**src/hsvc_pkg.sv**
```systemverilog
// Shared constants and stage payload types for the HSV to RGB converter.
package hsvc_pkg;

  localparam logic [8:0]  HUE_TURN   = 9'd360;
  localparam logic [8:0]  SECTOR_DEG = 9'd60;
  localparam logic [6:0]  PCT_MAX    = 7'd100;
  // 100 * 60: full-scale numerator factor
  localparam logic [12:0] K_FULL     = 13'd6000;
  // 255 / 600000 reduces to 17 / 40000
  localparam logic [23:0] CH_DIV     = 24'd40000;
  // floor(2^32 / 40000)
  localparam logic [16:0] RECIP      = 17'd107374;

  typedef enum logic [2:0] {
    SEC_0 = 3'd0,
    SEC_1 = 3'd1,
    SEC_2 = 3'd2,
    SEC_3 = 3'd3,
    SEC_4 = 3'd4,
    SEC_5 = 3'd5
  } sector_t;

  typedef struct packed {
    sector_t     sector;
    logic [5:0]  rem;
    logic [6:0]  sat;
    logic [6:0]  val;
  } dec_t;

  typedef struct packed {
    sector_t     sector;
    logic [6:0]  val;
    logic [12:0] kp;
    logic [12:0] kq;
    logic [12:0] kt;
  } coef_t;

  typedef logic [2:0][19:0] num3_t;
  typedef logic [2:0][7:0]  chan3_t;

endpackage

```
**src/hsvc_decode.sv**
```systemverilog
// Stage 1: clamp inputs, split hue into sector and offset.
module hsvc_decode (
  input  logic              clk,
  input  logic              rst_n,
  input  logic              in_valid,
  output logic              in_ready,
  input  logic [8:0]        hue,
  input  logic [6:0]        saturation,
  input  logic [6:0]        brightness,
  output logic              out_valid,
  input  logic              out_ready,
  output hsvc_pkg::dec_t    out_data
);

  logic           valid_r;
  hsvc_pkg::dec_t data_r, data_nxt;
  logic [8:0]     hue_c;
  logic [8:0]     base;

  assign in_ready  = !valid_r || out_ready;
  assign out_valid = valid_r;
  assign out_data  = data_r;

  always_comb begin
    hue_c = (hue >= hsvc_pkg::HUE_TURN) ? 9'd0 : hue;
    if (hue_c >= 9'(5 * hsvc_pkg::SECTOR_DEG)) begin
      data_nxt.sector = hsvc_pkg::SEC_5;
      base = 9'(5 * hsvc_pkg::SECTOR_DEG);
    end else if (hue_c >= 9'(4 * hsvc_pkg::SECTOR_DEG)) begin
      data_nxt.sector = hsvc_pkg::SEC_4;
      base = 9'(4 * hsvc_pkg::SECTOR_DEG);
    end else if (hue_c >= 9'(3 * hsvc_pkg::SECTOR_DEG)) begin
      data_nxt.sector = hsvc_pkg::SEC_3;
      base = 9'(3 * hsvc_pkg::SECTOR_DEG);
    end else if (hue_c >= 9'(2 * hsvc_pkg::SECTOR_DEG)) begin
      data_nxt.sector = hsvc_pkg::SEC_2;
      base = 9'(2 * hsvc_pkg::SECTOR_DEG);
    end else if (hue_c >= hsvc_pkg::SECTOR_DEG) begin
      data_nxt.sector = hsvc_pkg::SEC_1;
      base = hsvc_pkg::SECTOR_DEG;
    end else begin
      data_nxt.sector = hsvc_pkg::SEC_0;
      base = 9'd0;
    end
    data_nxt.rem = 6'(hue_c - base);
    data_nxt.sat = (saturation > hsvc_pkg::PCT_MAX) ? hsvc_pkg::PCT_MAX : saturation;
    data_nxt.val = (brightness > hsvc_pkg::PCT_MAX) ? hsvc_pkg::PCT_MAX : brightness;
  end

  always_ff @(posedge clk) begin
    if (!rst_n) begin
      valid_r <= 1'b0;
    end else if (in_ready) begin
      valid_r <= in_valid;
    end
  end

  always_ff @(posedge clk) begin
    if (in_ready) begin
      data_r <= data_nxt;
    end
  end

endmodule

```
**src/hsvc_coef.sv**
```systemverilog
// Stage 2: per-sector ramp factors p, q, t scaled by 6000.
module hsvc_coef (
  input  logic              clk,
  input  logic              rst_n,
  input  logic              in_valid,
  output logic              in_ready,
  input  hsvc_pkg::dec_t    in_data,
  output logic              out_valid,
  input  logic              out_ready,
  output hsvc_pkg::coef_t   out_data
);

  logic            valid_r;
  hsvc_pkg::coef_t data_r, data_nxt;
  logic [12:0]     s_rem;
  logic [12:0]     s_rem_n;
  logic [5:0]      rem_n;

  assign in_ready  = !valid_r || out_ready;
  assign out_valid = valid_r;
  assign out_data  = data_r;

  always_comb begin
    rem_n   = 6'(hsvc_pkg::SECTOR_DEG) - in_data.rem;
    s_rem   = 13'(in_data.sat) * 13'(in_data.rem);
    s_rem_n = 13'(in_data.sat) * 13'(rem_n);
    data_nxt.sector = in_data.sector;
    data_nxt.val    = in_data.val;
    data_nxt.kp     = 13'(hsvc_pkg::PCT_MAX - in_data.sat) * 13'(hsvc_pkg::SECTOR_DEG);
    data_nxt.kq     = hsvc_pkg::K_FULL - s_rem;
    data_nxt.kt     = hsvc_pkg::K_FULL - s_rem_n;
  end

  always_ff @(posedge clk) begin
    if (!rst_n) begin
      valid_r <= 1'b0;
    end else if (in_ready) begin
      valid_r <= in_valid;
    end
  end

  always_ff @(posedge clk) begin
    if (in_ready) begin
      data_r <= data_nxt;
    end
  end

endmodule

```
**src/hsvc_scale.sv**
```systemverilog
// Stage 3: sector routing onto r/g/b and scaling by value.
module hsvc_scale (
  input  logic              clk,
  input  logic              rst_n,
  input  logic              in_valid,
  output logic              in_ready,
  input  hsvc_pkg::coef_t   in_data,
  output logic              out_valid,
  input  logic              out_ready,
  output hsvc_pkg::num3_t   out_num
);

  logic            valid_r;
  hsvc_pkg::num3_t num_r, num_nxt;
  logic [2:0][12:0] k;

  assign in_ready  = !valid_r || out_ready;
  assign out_valid = valid_r;
  assign out_num   = num_r;

  // lane 0 red, lane 1 green, lane 2 blue
  always_comb begin
    case (in_data.sector)
      hsvc_pkg::SEC_0: k = {in_data.kp, in_data.kt, hsvc_pkg::K_FULL};
      hsvc_pkg::SEC_1: k = {in_data.kp, hsvc_pkg::K_FULL, in_data.kq};
      hsvc_pkg::SEC_2: k = {in_data.kt, hsvc_pkg::K_FULL, in_data.kp};
      hsvc_pkg::SEC_3: k = {hsvc_pkg::K_FULL, in_data.kq, in_data.kp};
      hsvc_pkg::SEC_4: k = {hsvc_pkg::K_FULL, in_data.kp, in_data.kt};
      default:         k = {in_data.kq, in_data.kp, hsvc_pkg::K_FULL};
    endcase
    for (int i = 0; i < 3; i++) begin
      num_nxt[i] = 20'(in_data.val) * 20'(k[i]);
    end
  end

  always_ff @(posedge clk) begin
    if (!rst_n) begin
      valid_r <= 1'b0;
    end else if (in_ready) begin
      valid_r <= in_valid;
    end
  end

  always_ff @(posedge clk) begin
    if (in_ready) begin
      num_r <= num_nxt;
    end
  end

endmodule

```
**src/hsvc_chan.sv**
```systemverilog
// Stages 4-5: floor(17 * x / 40000) per lane by reciprocal multiply and correction.
module hsvc_chan (
  input  logic              clk,
  input  logic              rst_n,
  input  logic              in_valid,
  output logic              in_ready,
  input  hsvc_pkg::num3_t   in_num,
  output logic              out_valid,
  input  logic              out_ready,
  output hsvc_pkg::chan3_t  out_chan
);

  logic              valid_a_r;
  logic              valid_b_r;
  logic              ready_a;
  logic              ready_b;
  logic [2:0][23:0]  y_nxt;
  logic [2:0][23:0]  y_r;
  logic [2:0][40:0]  prod;
  logic [2:0][7:0]   q0_nxt;
  logic [2:0][7:0]   q0_r;
  logic [2:0][23:0]  rem_w;
  hsvc_pkg::chan3_t  chan_nxt;
  hsvc_pkg::chan3_t  chan_r;

  assign ready_b   = !valid_b_r || out_ready;
  assign ready_a   = !valid_a_r || ready_b;
  assign in_ready  = ready_a;
  assign out_valid = valid_b_r;
  assign out_chan  = chan_r;

  // estimate is exact or one low, since y < 2^24
  always_comb begin
    for (int i = 0; i < 3; i++) begin
      y_nxt[i]  = {in_num[i], 4'b0000} + 24'(in_num[i]);
      prod[i]   = 41'(y_nxt[i]) * 41'(hsvc_pkg::RECIP);
      q0_nxt[i] = prod[i][39:32];
    end
  end

  always_comb begin
    for (int i = 0; i < 3; i++) begin
      rem_w[i]    = y_r[i] - 24'(q0_r[i]) * hsvc_pkg::CH_DIV;
      chan_nxt[i] = q0_r[i] + 8'(rem_w[i] >= hsvc_pkg::CH_DIV);
    end
  end

  always_ff @(posedge clk) begin
    if (!rst_n) begin
      valid_a_r <= 1'b0;
      valid_b_r <= 1'b0;
    end else begin
      if (ready_a) begin
        valid_a_r <= in_valid;
      end
      if (ready_b) begin
        valid_b_r <= valid_a_r;
      end
    end
  end

  always_ff @(posedge clk) begin
    if (ready_a) begin
      y_r  <= y_nxt;
      q0_r <= q0_nxt;
    end
    if (ready_b) begin
      chan_r <= chan_nxt;
    end
  end

`ifndef SYNTHESIS
  a_est_within_one: assert property (@(posedge clk) disable iff (!rst_n)
    valid_a_r |-> (rem_w[0] < 2 * hsvc_pkg::CH_DIV) && (rem_w[1] < 2 * hsvc_pkg::CH_DIV)
                  && (rem_w[2] < 2 * hsvc_pkg::CH_DIV))
    else $error("reciprocal estimate off by more than one");

  a_handoff: assert property (@(posedge clk) disable iff (!rst_n)
    valid_a_r && ready_b |=> valid_b_r)
    else $error("item lost between correction stages");
`endif

endmodule

```
**src/hsv_to_rgb_convert.sv**
```systemverilog
// HSV to RGB converter: top level, five-stage pipeline.
// Throughput: one transaction per cycle unless the output stalls; any stage with a
// free or draining slot takes new data, so bubbles close up while the output is stalled.
// The five registered stages are decode, coefficient multiply, value multiply,
// reciprocal multiply and remainder correction.
// Reset (rst_n low, synchronous) clears only the per-stage valid bits.
module hsv_to_rgb_convert (
  input  logic        clk,
  input  logic        rst_n,
  input  logic        in_tvalid,
  output logic        in_tready,
  input  logic [23:0] in_tdata,   // hue[8:0], saturation[15:9], brightness[22:16], pad[23]
  output logic        out_tvalid,
  input  logic        out_tready,
  output logic [23:0] out_tdata   // red[7:0], green[15:8], blue[23:16]
);

  // stage handshakes
  logic             dec_valid;
  logic             dec_ready;
  logic             coef_valid;
  logic             coef_ready;
  logic             scl_valid;
  logic             scl_ready;
  hsvc_pkg::dec_t   dec_data;
  hsvc_pkg::coef_t  coef_data;
  hsvc_pkg::num3_t  scl_num;
  hsvc_pkg::chan3_t chan;

  // Stage 1: hue -> sector/offset, clamp S and V to 100
  hsvc_decode u_decode (
    .clk        (clk),
    .rst_n      (rst_n),
    .in_valid   (in_tvalid),
    .in_ready   (in_tready),
    .hue        (in_tdata[8:0]),
    .saturation (in_tdata[15:9]),
    .brightness (in_tdata[22:16]),
    .out_valid  (dec_valid),
    .out_ready  (dec_ready),
    .out_data   (dec_data)
  );

  // Stage 2: p, q, t factors over 6000
  hsvc_coef u_coef (
    .clk       (clk),
    .rst_n     (rst_n),
    .in_valid  (dec_valid),
    .in_ready  (dec_ready),
    .in_data   (dec_data),
    .out_valid (coef_valid),
    .out_ready (coef_ready),
    .out_data  (coef_data)
  );

  // Stage 3: six-sector routing, times V -> numerators over 600000
  hsvc_scale u_scale (
    .clk       (clk),
    .rst_n     (rst_n),
    .in_valid  (coef_valid),
    .in_ready  (coef_ready),
    .in_data   (coef_data),
    .out_valid (scl_valid),
    .out_ready (scl_ready),
    .out_num   (scl_num)
  );

  // Stages 4-5: exact floor(255 * x / 600000); last register is the output register
  hsvc_chan u_chan (
    .clk       (clk),
    .rst_n     (rst_n),
    .in_valid  (scl_valid),
    .in_ready  (scl_ready),
    .in_num    (scl_num),
    .out_valid (out_tvalid),
    .out_ready (out_tready),
    .out_chan  (chan)
  );

  assign out_tdata = {chan[2], chan[1], chan[0]};

`ifndef SYNTHESIS
  // input can only be held off when the whole pipe is full behind a stalled output
  a_stall_cause: assert property (@(posedge clk) disable iff (!rst_n)
    !in_tready |-> out_tvalid && !out_tready)
    else $error("input stalled while output side is free");
`endif

endmodule

```
**config.mk**
```make
export PLATFORM = sky130hd
export DESIGN_NAME = hsv_to_rgb_convert
export DESIGN_NICKNAME = d
export VERILOG_FILES = /design/src/hsvc_pkg.sv /design/src/hsvc_decode.sv /design/src/hsvc_coef.sv /design/src/hsvc_scale.sv /design/src/hsvc_chan.sv /design/src/hsv_to_rgb_convert.sv
export SDC_FILE = /design/constraint.sdc
export NUM_CORES = 2
export LEC_CHECK = 0
export BUFFER_PORTS_ARGS = -buffer_cell sky130_fd_sc_hd__buf_4
export CAP_MARGIN = 20
export CORE_MARGIN = 4
export CORE_UTILIZATION = 67
export DETAILED_ROUTE_END_ITERATION = 16
export PLACE_DENSITY = 0.9
export REMOVE_ABC_BUFFERS = 1
export SYNTH_ARGS = -nofsm -noshare
export SYNTH_HDL_FRONTEND = slang
export SYNTH_SLANG_ARGS = --single-unit
```
**constraint.sdc**
```tcl
create_clock -name clk -period 9.6 [get_ports clk]
set_input_delay 0 -clock clk [delete_from_list [all_inputs] [get_ports clk]]
set_output_delay 0 -clock clk [all_outputs]
set_load 0.01 [all_outputs]
```
==> results.ini <==
[floorplanning]
die_area_sq_um=75900
io_pins=54
initial_core_util=0.680
core_sq_um=70500
die_y_microns=275
fp.dieW_microns=275
row_count=97

[critical_path]
startpoint_type=flop
cp.arrival_ns=9.42
end_kind=flop
slowest_delay_ns=0.62
cpMostUsedCell=fa_1
criticalPathCategory=flop to flop
cp.required_ns=9.94
slowest_stage=fa_1
cp_max_fo=6

[sta]
whs_ns=0.0463
finalSetupViolations=0
skew_ns=0.0183
fin_tns_setup_ns=0
post-route-period-util=0.946
slew_viol_final=0
fmax_mhz=110
slew_headroom=0.282
fin_crit_ns=9.08
tightestPinTransition_ns=1.07
hold_viol_final=0
rsz0062_at_grt=no
setup_slack_ns=0.521

[finish]
n_antenna_cell=0
area_delta_synth_final_pct=6.19
fin_nets=6526
drive_gt1_frac=0.0328
final_cells=5905

[logic_synthesis]
yosys_warnings=0
synth_top_cell_by_area=fa_1
synth_top_area_frac=0.298
synth-seq-area-share=0.147
async_flop_share=0
syn_area_sq_um=47900
synth_edf_count=231
syn_avg_cell_area_sq_um=9.83
synth_cells=4876
synth_area_leaders=fa_1 (30%), ha_1 (22%), edfxtp_1 (14%), inv_1 (8.6%), xnor2_1 (3.4%)
synth-seq-cells=236
ys_types=85
yosys_most_used_dff=edfxtp_1

[grt]
grt_use_total=0.304
grt_pass1_wl_microns=188000
grt_pass1_vias=38400
antenna_found_initial=0
grt_overflow=0
grt_max_degree=79

[placed_design]
gp_congestion=0.991
place_ws_ns=0.811
port-buffer-count=52
hpwl_microns=91800
placed_cells=5817

[clocking]
cts_root_buf=clkbuf_16
cts_tree=built
cts_resized=0
clk_pin_slew_ns=0.06
numCtsBuffers=30
cts.path.max_buffers=3
h-tree-depth=1
cts_setup_buffers=0
worstSkewPairLatency_ns=0.60
clock-sinks=236

[detailed_routing]
drt_first_pass_iters=8
routedWlPerCell_microns=19.0
remaining_drc_errors=0
detail_route.iter0.violations=2959
vias=35400
antenna_left=0
viasPerCell=6.00
wl_microns=112000

[status]
status=complete, no violations

[worst_hold_path]
hold_class=primary input to flop

[flow_run]
cap_violations=0

-- synth_stat cells, types with 6 or more instances --
cell type and count:
o211ai_1 18, o21bai_1 36, o21ai_1 30, fa_1 714, a41oi_1 8, o41ai_1 7
ha_1 841, o2111ai_1 9, nor3_1 53, o31ai_1 7, and4_1 6, a311oi_1 7
nand3_1 41, a21o_1 86, nand4_1 27, o31a_1 9, o21ai_0 112, or2_2 14
a22oi_1 17, xor2_1 87, xnor2_1 185, a21oi_1 184, inv_1 1095, nor2_1 150
and2_1 141, a211o_1 10, a31oi_1 18, nand2b_1 30, and3_1 24, mux2i_1 6
or3_1 14, a211oi_1 30, o21a_1 43, nor2b_1 39, edfxtp_1 231, nor3b_1 7
o22ai_1 32, clkbuf_1 66, nand2_1 349
-- routing by layer --
layer | up-vias | track usage | share of wire
met4 | 0 | 0.119 | 0.049
li1 | 16000 | - | -
met5 | - | 0 | 0
met1 | 17300 | 0.378 | 0.38
met3 | 472 | 0.0473 | 0.074
met2 | 1606 | 0.536 | 0.50
-- repair_timing --
action                                  4_1_cts  5_1_grt
hold endpoints to repair                     26        0
hold buffers                                 32        0
endpoints found under the setup margin        0        0
-- final timing paths --
check	cells past startpoint	slack, ns	start	endpoint
max	30	0.52	u_scale.out_num[40]	u_chan.q0_r[22]
min	3	0.05	in_tdata[4]	u_decode.out_data[22]
max reg2reg	30	0.52	u_scale.out_num[40]	u_chan.q0_r[22]
min reg2reg	0	0.42	u_decode.out_data[5]	u_coef.out_data[44]
-- critical path, delay by kind of cell, from the launching register on --
kind / cells / cell delay [ns]
fa+ha+maj: 9 / 3.90
compound gates: 13 / 3.01
simple gates: 2 / 0.60
flops: 1 / 0.59
buf+inv: 4 / 0.49
xor+xnor: 2 / 0.24
-- cell families after synthesis --
kind of cell,synth area share
AOI/OAI and AO/OA,0.0987
xor gates and xnor gates,0.0520
adders and majority gates,0.518
buffers and inverters,0.0915
DFF,0.147
muxes,0.00125
and+or+nand+nor,0.0922
-- final cells by class --
class                      count  area [sq um]
inverter                    1099          4130
multi-input combinational   3472         36500
clock buffer                  33           762
timing repair buffer         104           913
fill                        4464         19600
tap                          940          1180
sequential                   236          7040
clock inverter                21           363
-- state kept, by name, indices dropped and copies added (netlist names) --
name and cells:
u_chan.valid_a_r 1, u_scale.out_valid 1, u_chan.out_chan 24, u_chan.y_r 54, u_decode.out_data 23, u_scale.out_num 60
u_decode.out_valid 1, u_chan.out_valid 1, u_chan.q0_r 24, u_coef.out_data 46, u_coef.out_valid 1
-- placed cells by master, fill, tap and decap left out, types with 7 or more instances in the layout --
master | Yosys | final
a211o_1 | 10 | 10
a211oi_1 | 30 | 30
a21o_1 | 86 | 86
a21oi_1 | 184 | 184
a22oi_1 | 17 | 17
a311oi_1 | 7 | 7
a31oi_1 | 18 | 18
a41oi_1 | 8 | 8
and2_1 | 141 | 141
and3_1 | 24 | 24
buf_4 | 0 | 69
bufinv_16 | 0 | 9
clkbuf_16 | 0 | 30
dlygate4sd3_1 | 0 | 32
edfxtp_1 | 231 | 231
fa_1 | 714 | 714
ha_1 | 841 | 841
inv_1 | 1095 | 1094
nand2_1 | 349 | 347
nand2b_1 | 30 | 30
nand3_1 | 41 | 41
nand4_1 | 27 | 27
nor2_1 | 150 | 150
nor2b_1 | 39 | 39
nor3_1 | 53 | 53
nor3b_1 | 7 | 7
o2111ai_1 | 9 | 9
o211ai_1 | 18 | 18
o21a_1 | 43 | 43
o21ai_0 | 112 | 112
o21ai_1 | 30 | 30
o21bai_1 | 36 | 36
o22ai_1 | 32 | 32
o31a_1 | 9 | 9
o31ai_1 | 7 | 7
o41ai_1 | 7 | 7
or2_2 | 14 | 14
or3_1 | 14 | 14
xnor2_1 | 185 | 185
xor2_1 | 87 | 87
-- stage by stage --
step,instance area [sq um],utilization
3_3_place_gp,49400,0.700
5_1_grt,50900,0.722
3_5_place_dp,49400,0.701
2_1_floorplan,47700,-
4_1_cts,50900,0.721
6_report,50900,0.722
Power is not shown: default switching activity piles up to over one toggle a cycle in this logic, so the estimate is an artifact.
